File: config.mk
export PLATFORM = sky130hd
export DESIGN_NAME = weekly_time_window_evaluator
export DESIGN_NICKNAME = d
export VERILOG_FILES = /design/src/hdl/wtw_pkg.sv /design/src/hdl/wtw_rule_mem.sv /design/src/hdl/wtw_rule_eval.sv /design/src/hdl/weekly_time_window_evaluator.sv
export VERILOG_INCLUDE_DIRS = /design/src /design/src/hdl
export SDC_FILE = /design/constraint.sdc
export NUM_CORES = 1
export LEC_CHECK = 0
export ABC_AREA = 1
export BUFFER_PORTS_ARGS = -buffer_cell sky130_fd_sc_hd__buf_2
export CORE_MARGIN = 2
export CORE_UTILIZATION = 23
export DETAILED_ROUTE_END_ITERATION = 8
export PLACE_DENSITY = 0.37
export RECOVER_POWER = 50
export SLEW_MARGIN = 20
export SYNTH_ARGS = -nofsm -noshare
export SYNTH_HDL_FRONTEND = slang
export SYNTH_SLANG_ARGS = --single-unit
File: constraint.sdc
create_clock -name clk -period 14.3 [get_ports clk]
set_input_delay 3.575 -clock clk [delete_from_list [all_inputs] [get_ports clk]]
set_output_delay 3.575 -clock clk [all_outputs]
set_load 0.02 [all_outputs]
File: src/hdl/weekly_time_window_evaluator_defines.svh
// Assertion macros used by the schedule evaluator RTL.
`ifndef WEEKLY_TIME_WINDOW_EVALUATOR_DEFINES_SVH
`define WEEKLY_TIME_WINDOW_EVALUATOR_DEFINES_SVH

// Same-cycle implication, disabled while reset is high.
`define WTW_ASSERT_NOW(label, clk, rst, ante, cons) \
  label: assert property (@(posedge clk) disable iff (rst) (ante) |-> (cons)) \
    else $error("schedule evaluator check failed");

// Next-cycle implication, disabled while reset is high.
`define WTW_ASSERT_NEXT(label, clk, rst, ante, cons) \
  label: assert property (@(posedge clk) disable iff (rst) (ante) |=> (cons)) \
    else $error("schedule evaluator check failed");

`endif

File: src/hdl/wtw_pkg.sv
package wtw_pkg;

  localparam int RULE_ENTRIES_DEFAULT = 16;

  localparam int SEC_W     = 17;
  localparam int GAP_W     = 18;
  localparam int UNTIL_W   = 20;
  localparam int WEEK_DAYS = 7;

  localparam logic [SEC_W-1:0] DAY_SECONDS = 17'd86400;
  localparam logic [SEC_W-1:0] LAST_SECOND = 17'd86399;

  localparam logic FUNC_WRITE = 1'b0;
  localparam logic FUNC_EVAL  = 1'b1;

  typedef enum logic [2:0] {
    ST_IDLE,
    ST_SETUP,
    ST_SCAN,
    ST_FLUSH,
    ST_EMIT
  } state_t;

  typedef struct packed {
    logic             is_date;
    logic [6:0]       weekdays;
    logic [13:0]      year;
    logic [3:0]       month;
    logic [4:0]       mday;
    logic [SEC_W-1:0] start_sec;
    logic [SEC_W-1:0] end_sec;
  } rule_t;

  typedef struct packed {
    logic               in_win;
    logic [GAP_W-1:0]   until_end;
    logic               found;
    logic [UNTIL_W-1:0] until_start;
  } cand_t;

  function automatic logic [SEC_W-1:0] sat_second(input logic [SEC_W-1:0] v);
    return (v > LAST_SECOND) ? LAST_SECOND : v;
  endfunction

  function automatic logic mask_has(input logic [6:0] mask, input logic [2:0] d);
    logic hit;
    hit = 1'b0;
    if (d != 3'd0) begin
      hit = mask[d - 3'd1];
    end
    return hit;
  endfunction

  // Weekday reached by stepping off days ahead; weekday zero steps as if it were seven.
  function automatic logic [2:0] next_weekday(input logic [2:0] dow, input logic [2:0] off);
    logic [4:0] s;
    s = 5'(dow) + 5'(WEEK_DAYS - 1) + 5'(off);
    if (s >= 5'(2 * WEEK_DAYS)) begin
      s = s - 5'(2 * WEEK_DAYS);
    end else if (s >= 5'(WEEK_DAYS)) begin
      s = s - 5'(WEEK_DAYS);
    end
    return 3'(s) + 3'd1;
  endfunction

  function automatic logic [UNTIL_W-1:0] day_offset(input logic [2:0] k);
    return UNTIL_W'(k) * UNTIL_W'(DAY_SECONDS);
  endfunction

endpackage

File: src/hdl/wtw_rule_mem.sv
module wtw_rule_mem import wtw_pkg::*; #(
  parameter int RULE_ENTRIES = RULE_ENTRIES_DEFAULT,
  parameter int IDX_W        = (RULE_ENTRIES > 1) ? $clog2(RULE_ENTRIES) : 1
) (
  input  logic             clk,
  input  logic             wr_en,
  input  logic [IDX_W-1:0] wr_addr,
  input  rule_t            wr_data,
  input  logic             rd_en,
  input  logic [IDX_W-1:0] rd_addr,
  output rule_t            rd_data
);

  rule_t mem [RULE_ENTRIES];

  always_ff @(posedge clk) begin
    if (wr_en) begin
      mem[wr_addr] <= wr_data;
    end
  end

  always_ff @(posedge clk) begin
    if (rd_en) begin
      rd_data <= mem[rd_addr];
    end
  end

endmodule

File: src/hdl/wtw_rule_eval.sv
module wtw_rule_eval import wtw_pkg::*; (
  input  rule_t            rule,
  input  logic [SEC_W-1:0] now,
  input  logic [SEC_W-1:0] day_left,
  input  logic [2:0]       dow,
  input  logic [13:0]      year,
  input  logic [3:0]       month,
  input  logic [4:0]       mday,
  output cand_t            cand
);

  logic               crosses;
  logic               today;
  logic               ge_start;
  logic               lt_end;
  logic [SEC_W-1:0]   start_gap;
  logic [SEC_W-1:0]   end_gap;
  logic [GAP_W-1:0]   wrap_gap;
  logic               la_hit;
  logic [2:0]         la_k;
  logic [UNTIL_W-1:0] la_gap;

  assign crosses   = rule.end_sec <= rule.start_sec;
  assign ge_start  = now >= rule.start_sec;
  assign lt_end    = now < rule.end_sec;
  assign start_gap = rule.start_sec - now;
  assign end_gap   = rule.end_sec - now;
  assign wrap_gap  = GAP_W'(day_left) + GAP_W'(rule.end_sec);
  assign today     = rule.is_date ? (rule.year == year && rule.month == month &&
                                     rule.mday == mday)
                                  : mask_has(rule.weekdays, dow);

  // First later day in the mask, nearest first.
  always_comb begin
    la_hit = 1'b0;
    la_k   = 3'd0;
    for (int k = 0; k < WEEK_DAYS; k++) begin
      if (!la_hit && mask_has(rule.weekdays, next_weekday(dow, 3'(k + 1)))) begin
        la_hit = 1'b1;
        la_k   = 3'(k);
      end
    end
  end

  assign la_gap = UNTIL_W'(day_left) + day_offset(la_k) + UNTIL_W'(rule.start_sec);

  always_comb begin
    cand = '0;
    if (today) begin
      if (crosses) begin
        if (ge_start) begin
          cand.in_win    = 1'b1;
          cand.until_end = wrap_gap;
        end else if (lt_end) begin
          cand.in_win    = 1'b1;
          cand.until_end = GAP_W'(end_gap);
        end else begin
          cand.found       = 1'b1;
          cand.until_start = UNTIL_W'(start_gap);
        end
      end else if (ge_start && lt_end) begin
        cand.in_win    = 1'b1;
        cand.until_end = GAP_W'(end_gap);
      end else if (!ge_start) begin
        cand.found       = 1'b1;
        cand.until_start = UNTIL_W'(start_gap);
      end
    end
    if (!cand.found && !rule.is_date && la_hit) begin
      cand.found       = 1'b1;
      cand.until_start = la_gap;
    end
  end

endmodule

File: src/hdl/weekly_time_window_evaluator.sv
// Channel  | Handshake               | Words
// ---------+-------------------------+-------------------------------------------
// cfg      | cfg_wr_en               | cfg_wr_data = rules_in_use
// in       | in_valid / in_stall     | func, rule fields, current date and time
// out      | out_valid / out_stall   | should_track, has_transition, seconds_until_transition
//
// A rule write goes from accept straight to emit, which loads its result. An evaluate
// passes setup, one rule table read per cycle for N = min(rules_in_use, RULE_ENTRIES)
// rules, a flush to drain the read and result registers, then emit, which loads it.
// The next word can be accepted in the cycle after the load.
// in_stall is high while rst is high and from accept until the result is loaded.
// A result held by out_stall does not block the next accept, only the next result.
// rst is synchronous; the rule table is not cleared and holds garbage until written.
`include "weekly_time_window_evaluator_defines.svh"

module weekly_time_window_evaluator import wtw_pkg::*; #(
  parameter int RULE_ENTRIES = RULE_ENTRIES_DEFAULT
) (
  input  logic               clk,
  input  logic               rst,
  input  logic               cfg_wr_en,
  input  logic [4:0]         cfg_wr_data,
  input  logic               in_valid,
  output logic               in_stall,
  input  logic               func,
  input  logic [3:0]         rule_index,
  input  logic               rule_is_date,
  input  logic [6:0]         rule_weekdays,
  input  logic [SEC_W-1:0]   rule_start_second,
  input  logic [SEC_W-1:0]   rule_end_second,
  input  logic [13:0]        year,
  input  logic [3:0]         month,
  input  logic [4:0]         day_of_month,
  input  logic [2:0]         day_of_week,
  input  logic [SEC_W-1:0]   second_of_day,
  output logic               out_valid,
  input  logic               out_stall,
  output logic               should_track,
  output logic               has_transition,
  output logic [UNTIL_W-1:0] seconds_until_transition
);

  localparam int IDX_W = (RULE_ENTRIES > 1) ? $clog2(RULE_ENTRIES) : 1;
  localparam int CNT_W = $clog2(RULE_ENTRIES + 1);

  state_t state, state_next;

  logic [4:0]         rules_in_use;
  logic [CNT_W-1:0]   n_q;
  logic [CNT_W-1:0]   ptr;
  logic               rd_v;
  logic               cand_v;

  logic               func_q;
  logic [2:0]         dow_q;
  logic [13:0]        year_q;
  logic [3:0]         month_q;
  logic [4:0]         mday_q;
  logic [SEC_W-1:0]   now_q;
  logic [SEC_W-1:0]   day_left;

  logic               active;
  logic               have_end;
  logic               have_start;
  logic [GAP_W-1:0]   best_end;
  logic [UNTIL_W-1:0] best_start;

  logic               in_accept;
  logic               out_free;
  logic               issue;
  logic               load_out;
  logic               wr_en;
  logic [8:0]         wr_ext;
  logic [8:0]         ru_ext;
  logic [CNT_W-1:0]   n_next;
  rule_t              wr_rule;
  rule_t              rd_rule;
  cand_t              cand;
  cand_t              cand_q;

  assign in_accept = in_valid && !in_stall;
  assign out_free  = !out_valid || !out_stall;

  assign wr_ext = {5'b0, rule_index};
  assign wr_en  = in_accept && (func == FUNC_WRITE) && (wr_ext < 9'(RULE_ENTRIES));
  assign ru_ext = {4'b0, rules_in_use};
  assign n_next = (ru_ext > 9'(RULE_ENTRIES)) ? CNT_W'(RULE_ENTRIES) : CNT_W'(ru_ext);

  always_comb begin
    wr_rule.is_date   = rule_is_date;
    wr_rule.weekdays  = rule_weekdays;
    wr_rule.year      = year;
    wr_rule.month     = month;
    wr_rule.mday      = day_of_month;
    wr_rule.start_sec = sat_second(rule_start_second);
    wr_rule.end_sec   = sat_second(rule_end_second);
  end

  // Next state.
  always_comb begin
    state_next = state;
    case (state)
      ST_IDLE: begin
        if (in_accept) begin
          state_next = (func == FUNC_EVAL) ? ST_SETUP : ST_EMIT;
        end
      end
      ST_SETUP: state_next = ST_SCAN;
      ST_SCAN: begin
        if (ptr >= n_q) begin
          state_next = ST_FLUSH;
        end
      end
      ST_FLUSH: begin
        if (!rd_v && !cand_v) begin
          state_next = ST_EMIT;
        end
      end
      ST_EMIT: begin
        if (out_free) begin
          state_next = ST_IDLE;
        end
      end
      default: state_next = ST_IDLE;
    endcase
  end

  // Sequencer outputs.
  always_comb begin
    in_stall = 1'b1;
    issue    = 1'b0;
    load_out = 1'b0;
    case (state)
      ST_IDLE:  in_stall = rst;
      ST_SCAN:  issue    = ptr < n_q;
      ST_EMIT:  load_out = out_free;
      default: begin
        in_stall = 1'b1;
      end
    endcase
  end

  always_ff @(posedge clk) begin
    if (rst) begin
      state        <= ST_IDLE;
      rules_in_use <= '0;
      ptr          <= '0;
      rd_v         <= 1'b0;
      cand_v       <= 1'b0;
      out_valid    <= 1'b0;
    end else begin
      state  <= state_next;
      rd_v   <= issue;
      cand_v <= rd_v;
      if (cfg_wr_en) begin
        rules_in_use <= cfg_wr_data;
      end
      if (state == ST_SETUP) begin
        ptr <= '0;
      end else if (issue) begin
        ptr <= ptr + CNT_W'(1);
      end
      if (load_out) begin
        out_valid <= 1'b1;
      end else if (!out_stall) begin
        out_valid <= 1'b0;
      end
    end
  end

  // Hold the item, then fold one rule's candidate per cycle into the two minima.
  always_ff @(posedge clk) begin
    if (in_accept) begin
      func_q  <= func;
      dow_q   <= day_of_week;
      year_q  <= year;
      month_q <= month;
      mday_q  <= day_of_month;
      now_q   <= sat_second(second_of_day);
      n_q     <= n_next;
    end
    if (rd_v) begin
      cand_q <= cand;
    end
    if (state == ST_SETUP) begin
      day_left   <= DAY_SECONDS - now_q;
      active     <= 1'b0;
      have_end   <= 1'b0;
      have_start <= 1'b0;
    end else if (cand_v) begin
      if (cand_q.in_win) begin
        active <= 1'b1;
        if (!have_end || cand_q.until_end < best_end) begin
          best_end <= cand_q.until_end;
          have_end <= 1'b1;
        end
      end
      if (cand_q.found && (!have_start || cand_q.until_start < best_start)) begin
        best_start <= cand_q.until_start;
        have_start <= 1'b1;
      end
    end
    if (load_out) begin
      if (func_q == FUNC_EVAL && active) begin
        should_track             <= 1'b1;
        has_transition           <= 1'b1;
        seconds_until_transition <= UNTIL_W'(best_end);
      end else if (func_q == FUNC_EVAL && have_start) begin
        should_track             <= 1'b0;
        has_transition           <= 1'b1;
        seconds_until_transition <= best_start;
      end else begin
        should_track             <= 1'b0;
        has_transition           <= 1'b0;
        seconds_until_transition <= '0;
      end
    end
  end

  wtw_rule_mem #(
    .RULE_ENTRIES (RULE_ENTRIES),
    .IDX_W        (IDX_W)
  ) u_mem (
    .clk     (clk),
    .wr_en   (wr_en),
    .wr_addr (wr_ext[IDX_W-1:0]),
    .wr_data (wr_rule),
    .rd_en   (issue),
    .rd_addr (ptr[IDX_W-1:0]),
    .rd_data (rd_rule)
  );

  wtw_rule_eval u_eval (
    .rule     (rd_rule),
    .now      (now_q),
    .day_left (day_left),
    .dow      (dow_q),
    .year     (year_q),
    .month    (month_q),
    .mday     (mday_q),
    .cand     (cand)
  );

  `WTW_ASSERT_NOW(a_scan_in_range, clk, rst, state == ST_SCAN, ptr <= n_q)
  `WTW_ASSERT_NOW(a_read_in_scan, clk, rst, rd_v, state == ST_SCAN || state == ST_FLUSH)
  `WTW_ASSERT_NOW(a_emit_drained, clk, rst, state == ST_EMIT, !rd_v && !cand_v)
  `WTW_ASSERT_NEXT(a_load_shows, clk, rst, load_out, out_valid && state == ST_IDLE)

endmodule

# [Word-level counts from Yosys, hierarchy flattened]
# Memory sizes are Yosys's and may differ from the RTL's. A register that Yosys moved wholly into a read port is not among the register bits.
# Cells that the tools add are included.
[op_classes] add_sub_neg=44 n_mul=1 magnitude_cmp=34 eq_ne=12 n_mux=81 bitwise=3 reduce_logical=53
[ops] operator="21-bit 2-to-1 mux" n=5
[ops] operator="3-bit 2-to-1 mux" n=22
[ops] operator="19-bit 2-to-1 mux" n=3
[ops] operator="17-bit > comparator, second input constant" n=3
[ops] operator="3-bit subtractor, second input constant" n=14
[ops] operator="40-bit 2-to-1 mux" n=1
[ops] operator="18-bit 2-to-1 mux" n=2
[ops] operator="5-bit by 3-bit >= comparator with 1-bit output, second input constant" n=7
[ops] operator="5-bit by 4-bit >= comparator with 1-bit output, second input constant" n=7
[ops] operator="1-bit 2-to-1 mux" n=34
[ops] operator="17-bit 2-to-1 mux" n=2
[ops] operator="17-bit subtractor" n=2
[ops] operator="3-bit by 4-bit less-than comparator with 1-bit output, second input constant" n=8
[ops] operator="1-bit binary-select mux with 3-bit select" n=8
[ops] operator="3-bit nonzero test" n=8
[ops] operator="3-bit by 1-bit subtractor with 3-bit output, second input constant" n=8
[ops] operator="3-bit by 1-bit adder with 3-bit output, second input constant" n=7
[ops] operator="17-bit by 20-bit adder with 20-bit output" n=1
[ops] operator="20-bit by 17-bit adder with 20-bit output" n=1
[ops] operator="4-bit by 3-bit adder with 5-bit output, second input constant" n=4
[ops] operator="20-bit less-than comparator" n=1
[ops] operator="20-bit 2-to-1 mux" n=1
[ops] operator="17-bit by 17-bit adder with 18-bit output" n=1
[ops] operator="1-bit logical AND" n=18
[ops] operator="other kinds (32)" n=60
[word_totals] ff_bits=185 mem_bits_rw=1040 in_bits=100 output_inout_bits=24 elab_cells=256 n_memories=1
[mem_list] name="u_mem.mem" depth=16 word_bits=65 read_ports=1 rd_ports_with_merged_regs=1 wr=1 line="wtw_rule_mem.sv:14" text="rule_t mem [RULE_ENTRIES];"

# [Logic depth before layout (Yosys ltp)]
[logic_depth] ltp_word=33 ltp_mapped=44 mapped_depth_nobuf=42

# [Modules after synthesis]
# A second synthesis with hierarchy kept.
[unflattened] hier_cells=6216 hier_area_um2=62203.4
[modules_own_cells] mod="wtw_rule_mem" n_inst=1 cells_per_inst=4276 area_each_um2=46676.0 seq_area_each_um2=33181.8
[modules_own_cells] mod="weekly_time_window_evaluator" n_inst=1 cells_per_inst=737 area_each_um2=8310.5 seq_area_each_um2=5365.1
[modules_own_cells] mod="wtw_rule_eval" n_inst=1 cells_per_inst=1203 area_each_um2=7216.9 seq_area_each_um2=0.0

# [Worst setup path after synthesis]
# OpenSTA, ideal clock, no wires.
[synth_path] kind="input-to-output" startpoint="input port rst" endpoint="output port in_stall" arrival_time_ns=4.029 t_required_ns=10.725 setup_slack_ns=6.696 cell_stages=3 path_buffers=1 cell_sequence="inv_1 > clkbuf_1 > nand2_1"
[synth_via] elab_chain_cells=1
[synth_rtl] item="from (decl)" line="weekly_time_window_evaluator.sv:20" text="input logic rst,"
[synth_rtl] item="1-bit 2-to-1 mux" line="weekly_time_window_evaluator.sv:133" text="case (state)"
[synth_rtl] item="to (decl)" line="weekly_time_window_evaluator.sv:24" text="output logic in_stall,"
# No other way between the ends.

# [Worst setup path in the final report]
[layout_path] startpoint="register ptr[0]" endpoint="register u_mem.rd_data[35] (netlist name)"
[layout_via] elab_chain_cells=2
[layout_rtl] item="from (decl)" line="weekly_time_window_evaluator.sv:50" text="logic [CNT_W-1:0] ptr;"
[layout_rtl] item="from (signal assigned)" line="weekly_time_window_evaluator.sv:161" text="ptr <= ptr + CNT_W'(1);"
[layout_rtl] item="5-bit less-than comparator" line="weekly_time_window_evaluator.sv:135" text="ST_SCAN: issue = ptr < n_q;"
[layout_rtl] item="1-bit 2-to-1 mux" line="weekly_time_window_evaluator.sv:133"
[layout_rtl] item="named net issue" line="weekly_time_window_evaluator.sv:70" text="logic issue;"
# The timed path passes the listed nets, and every way through them passes these cells.
# A chain may end at the register's enable or synchronous reset.

==> impl_metrics.tcl <==
set metrics [dict create \
    path_class "reg -> reg" \
    syn_area_um2 56660 \
    max_stage_delay_ps 3680 \
    post_cts_resize_count 0 \
    synth_ff_type "edfxtp_1" \
    post_drt_wl_per_cell_um 21.64 \
    ys_seq_area_share_pct 68.03 \
    power.share.clock_pct 31.3 \
    pre_cts_ws_ps 6264 \
    combPwrFrac_pct 30.5 \
    synth_top_area_cell "edfxtp_1" \
    p_sw_mw 4.175 \
    syn_avg_cell_area_um2 12.50 \
    netlist.area_leader.share_pct 67.36 \
    cts_setup_buffers 0 \
    syn_inst 4532 \
    peakVddDrop_v 0.0001639 \
    dr.pass1.iters 5 \
    area_delta_synth_final_pct 16.19 \
    min_period_over_period_pct 70.44 \
    holdBufCountCts 0 \
    tns_ps 0 \
    grt_antenna_before_repair 26 \
    path_common_cell "clkbuf_1" \
    final_hold_viol_count 0 \
    die_height_um 500.3 \
    std_cell_rows 182 \
    ant_nets 0 \
    powerDensity_nw_per_um2 182.5 \
    endpoint_kind "flop" \
    power.internal_mw 7.841 \
    synth_common_cells "edfxtp_1, nor2_1, nand2_1" \
    post-route-util_pct 26.82 \
    grt_pass1_vias 35900 \
    clkLatencyLatePin_ps 800 \
    coreArea_um2 245500 \
    fin_skew_ps 49.74 \
    dieWidth_um 500.3 \
    grt-ovfl-total 0 \
    finalSetupViolCount 0 \
    violations "max-capacitance violations, max-slew violations" \
    synthTopCellsByArea "edfxtp_1, nor2_1, ha_1" \
    final_cell_area_um2 65830 \
    grt_pass1_wl_mm 252.6 \
    worst-path-max-fanout 88 \
    cts_buffer_depth 3 \
    required_ps 14380 \
    start_util_pct 23.08 \
    leakage_nw 22.17 \
    cts_tree "built" \
    htreeDepth 4 \
    cts_sinks 1290 \
    root_buffer "clkbuf_16" \
    status "complete, but fails checks" \
    yosys.cell_count.top_type "edfxtp_1" \
    gp_congestion 0.8173 \
    ys_ff_latch 1290 \
    p_seq_share_pct 38.2 \
    grt_start_max_net_pins 185 \
    setup_ws_ps 4227 \
    drive_gt1_share_pct 8.487 \
    min_period_ps 10070 \
    rsz0062_at_grt "no" \
    first_iter_violations 2330 \
    drt_wl_total_mm 173.0 \
    io_pins 124 \
    worstMarginPinSlew_ps 4200 \
    yosysUniqueCellTypes 56 \
    cp_slowest_cell "clkinvlp_2" \
    yosysWarnings 0 \
    p_total_mw 12.02 \
    async_flop_share_pct 0 \
    start_kind "flop" \
    cp.arrival_ps 10150 \
    num-nets-final 4940 \
    vias_per_cell 4.484 \
    clock.fmax_mhz 99.28 \
    vias 35850 \
    die_area_um2 250300 \
    path_cells "clkinvlp_2, ha_1, o311ai_0, nor2_4, clkbuf_1, clkbuf_1" \
    hold_path_class "reg -> reg" \
    track_usage_pct 13.61 \
    cts_buffers 152 \
    switching_share_pct 34.75 \
    hpwlAfterDp_mm 106.3 \
    fillerInstances 25380 \
    place_area_um2 61150 \
    maxSlewHeadroom_pct -180.0 \
    cap_viol_max_count 9 \
    final_max_slew_viol_count 430 \
    port_buffers 123 \
    syn-num-nets 4820 \
    clk_pin_slew_ps 60 \
    synth_edf_count 1271 \
    remaining_drc_errors 0 \
]
worst paths after layout:
| check | startpoint | to | cells past startpoint | slack (ps) |
|---|---|---|---|---|
| setup reg to reg | ptr[0] | u_mem.rd_data[35] | 6 | 4230 |
| setup / recovery | ptr[0] | u_mem.rd_data[35] | 6 | 4230 |
| hold / removal | cand_q[0] | best_start[0] | 0 | 450 |
| hold reg to reg | cand_q[0] | best_start[0] | 0 | 450 |
layout by cell type, fill, tap and decap left out, drive strengths merged, types with 7 or more instances in the layout:
master,instances
edfxtp,1271
a21oi,122
clkinv,70
xnor2,32
nor2,713
bufinv,8
fa,16
buf,107
ha,172
o32ai,153
o221ai,108
dfxtp,19
a211oi,7
inv,283
xor2,57
o22ai,32
nor3,23
a21o,8
clkbuf,264
a31oi,7
nand3,240
or2,30
nand4,22
mux2i,107
o211ai,31
o21ai,357
nand2,472
cell families after synthesis:
kind of cell,count (synthesis),share of synthesized area [%]
DFF,1290,68.03
AOI/OAI and AO/OA,853,9.770
and+or+nand+nor,1508,11.20
xor gates and xnor gates,89,1.376
muxes,107,1.890
buffers and inverters,497,3.368
adders and majority gates,188,4.364
worst max-delay path: cells and delay by family, from the launching register on:
family,cells,cell delay (ps)
buffers and inverters,3,5840
and+or+nand+nor,1,30
AOI/OAI and AO/OA,1,590
adders and majority gates,1,1320
DFF,1,1500
metal layers:
layer	global-route usage [%]	vias to the layer above	share of wire (%)
li1	-	16920	-
met1	18.78	18060	47
met2	22.36	659	47
met3	2.105	207	3.7
met4	3.132	8	2.0
met5	0	-	0.026
stage by stage:
step                cells  hold WS, ps
finish               7995        453.0
global route         7993        469.7
CTS                  7991        458.2
detailed placement   7717        451.9
global placement     7715        441.9
floorplan            4532        420.8
registers in the layout (all words and copies together), names as in the netlist, 3 cells and up:
name and cells:
now_q 17, year_q 14, cand_q 40, day_left 17, n_q 5, seconds_until_transition 20, u_mem.mem 1040, best_start 20
rules_in_use 5, month_q 4, dow_q 3, mday_q 5, state 3, best_end 18, ptr 5, u_mem.rd_data 65
power by group through the flow:
stage | Clock, mW | Combinational, mW | Sequential, mW
3_5_place_dp | 0 | 3.68 | 4.66
6_report | 3.76 | 3.67 | 4.59
2_1_floorplan | 0 | 2.66 | 4.58
4_1_cts | 3.89 | 3.71 | 4.59
5_1_grt | 4.02 | 4.17 | 4.61
3_3_place_gp | 0 | 3.71 | 4.67
final cells by class:
type / count / area, um^2 / area share (%)
multi-input cells: 2745 / 16360 / 24.85
repair buffers: 184 / 1037 / 1.576
diodes: 3 / 7.507 / 0.01140
inverters: 279 / 1055 / 1.602
clock buffers: 187 / 3978 / 6.042
well taps: 3220 / 4029 / 6.120
clock inverters: 87 / 810.8 / 1.232
flip-flops and latches: 1290 / 38560 / 58.57
No activity file was read; power rests on OpenSTA's default activity.
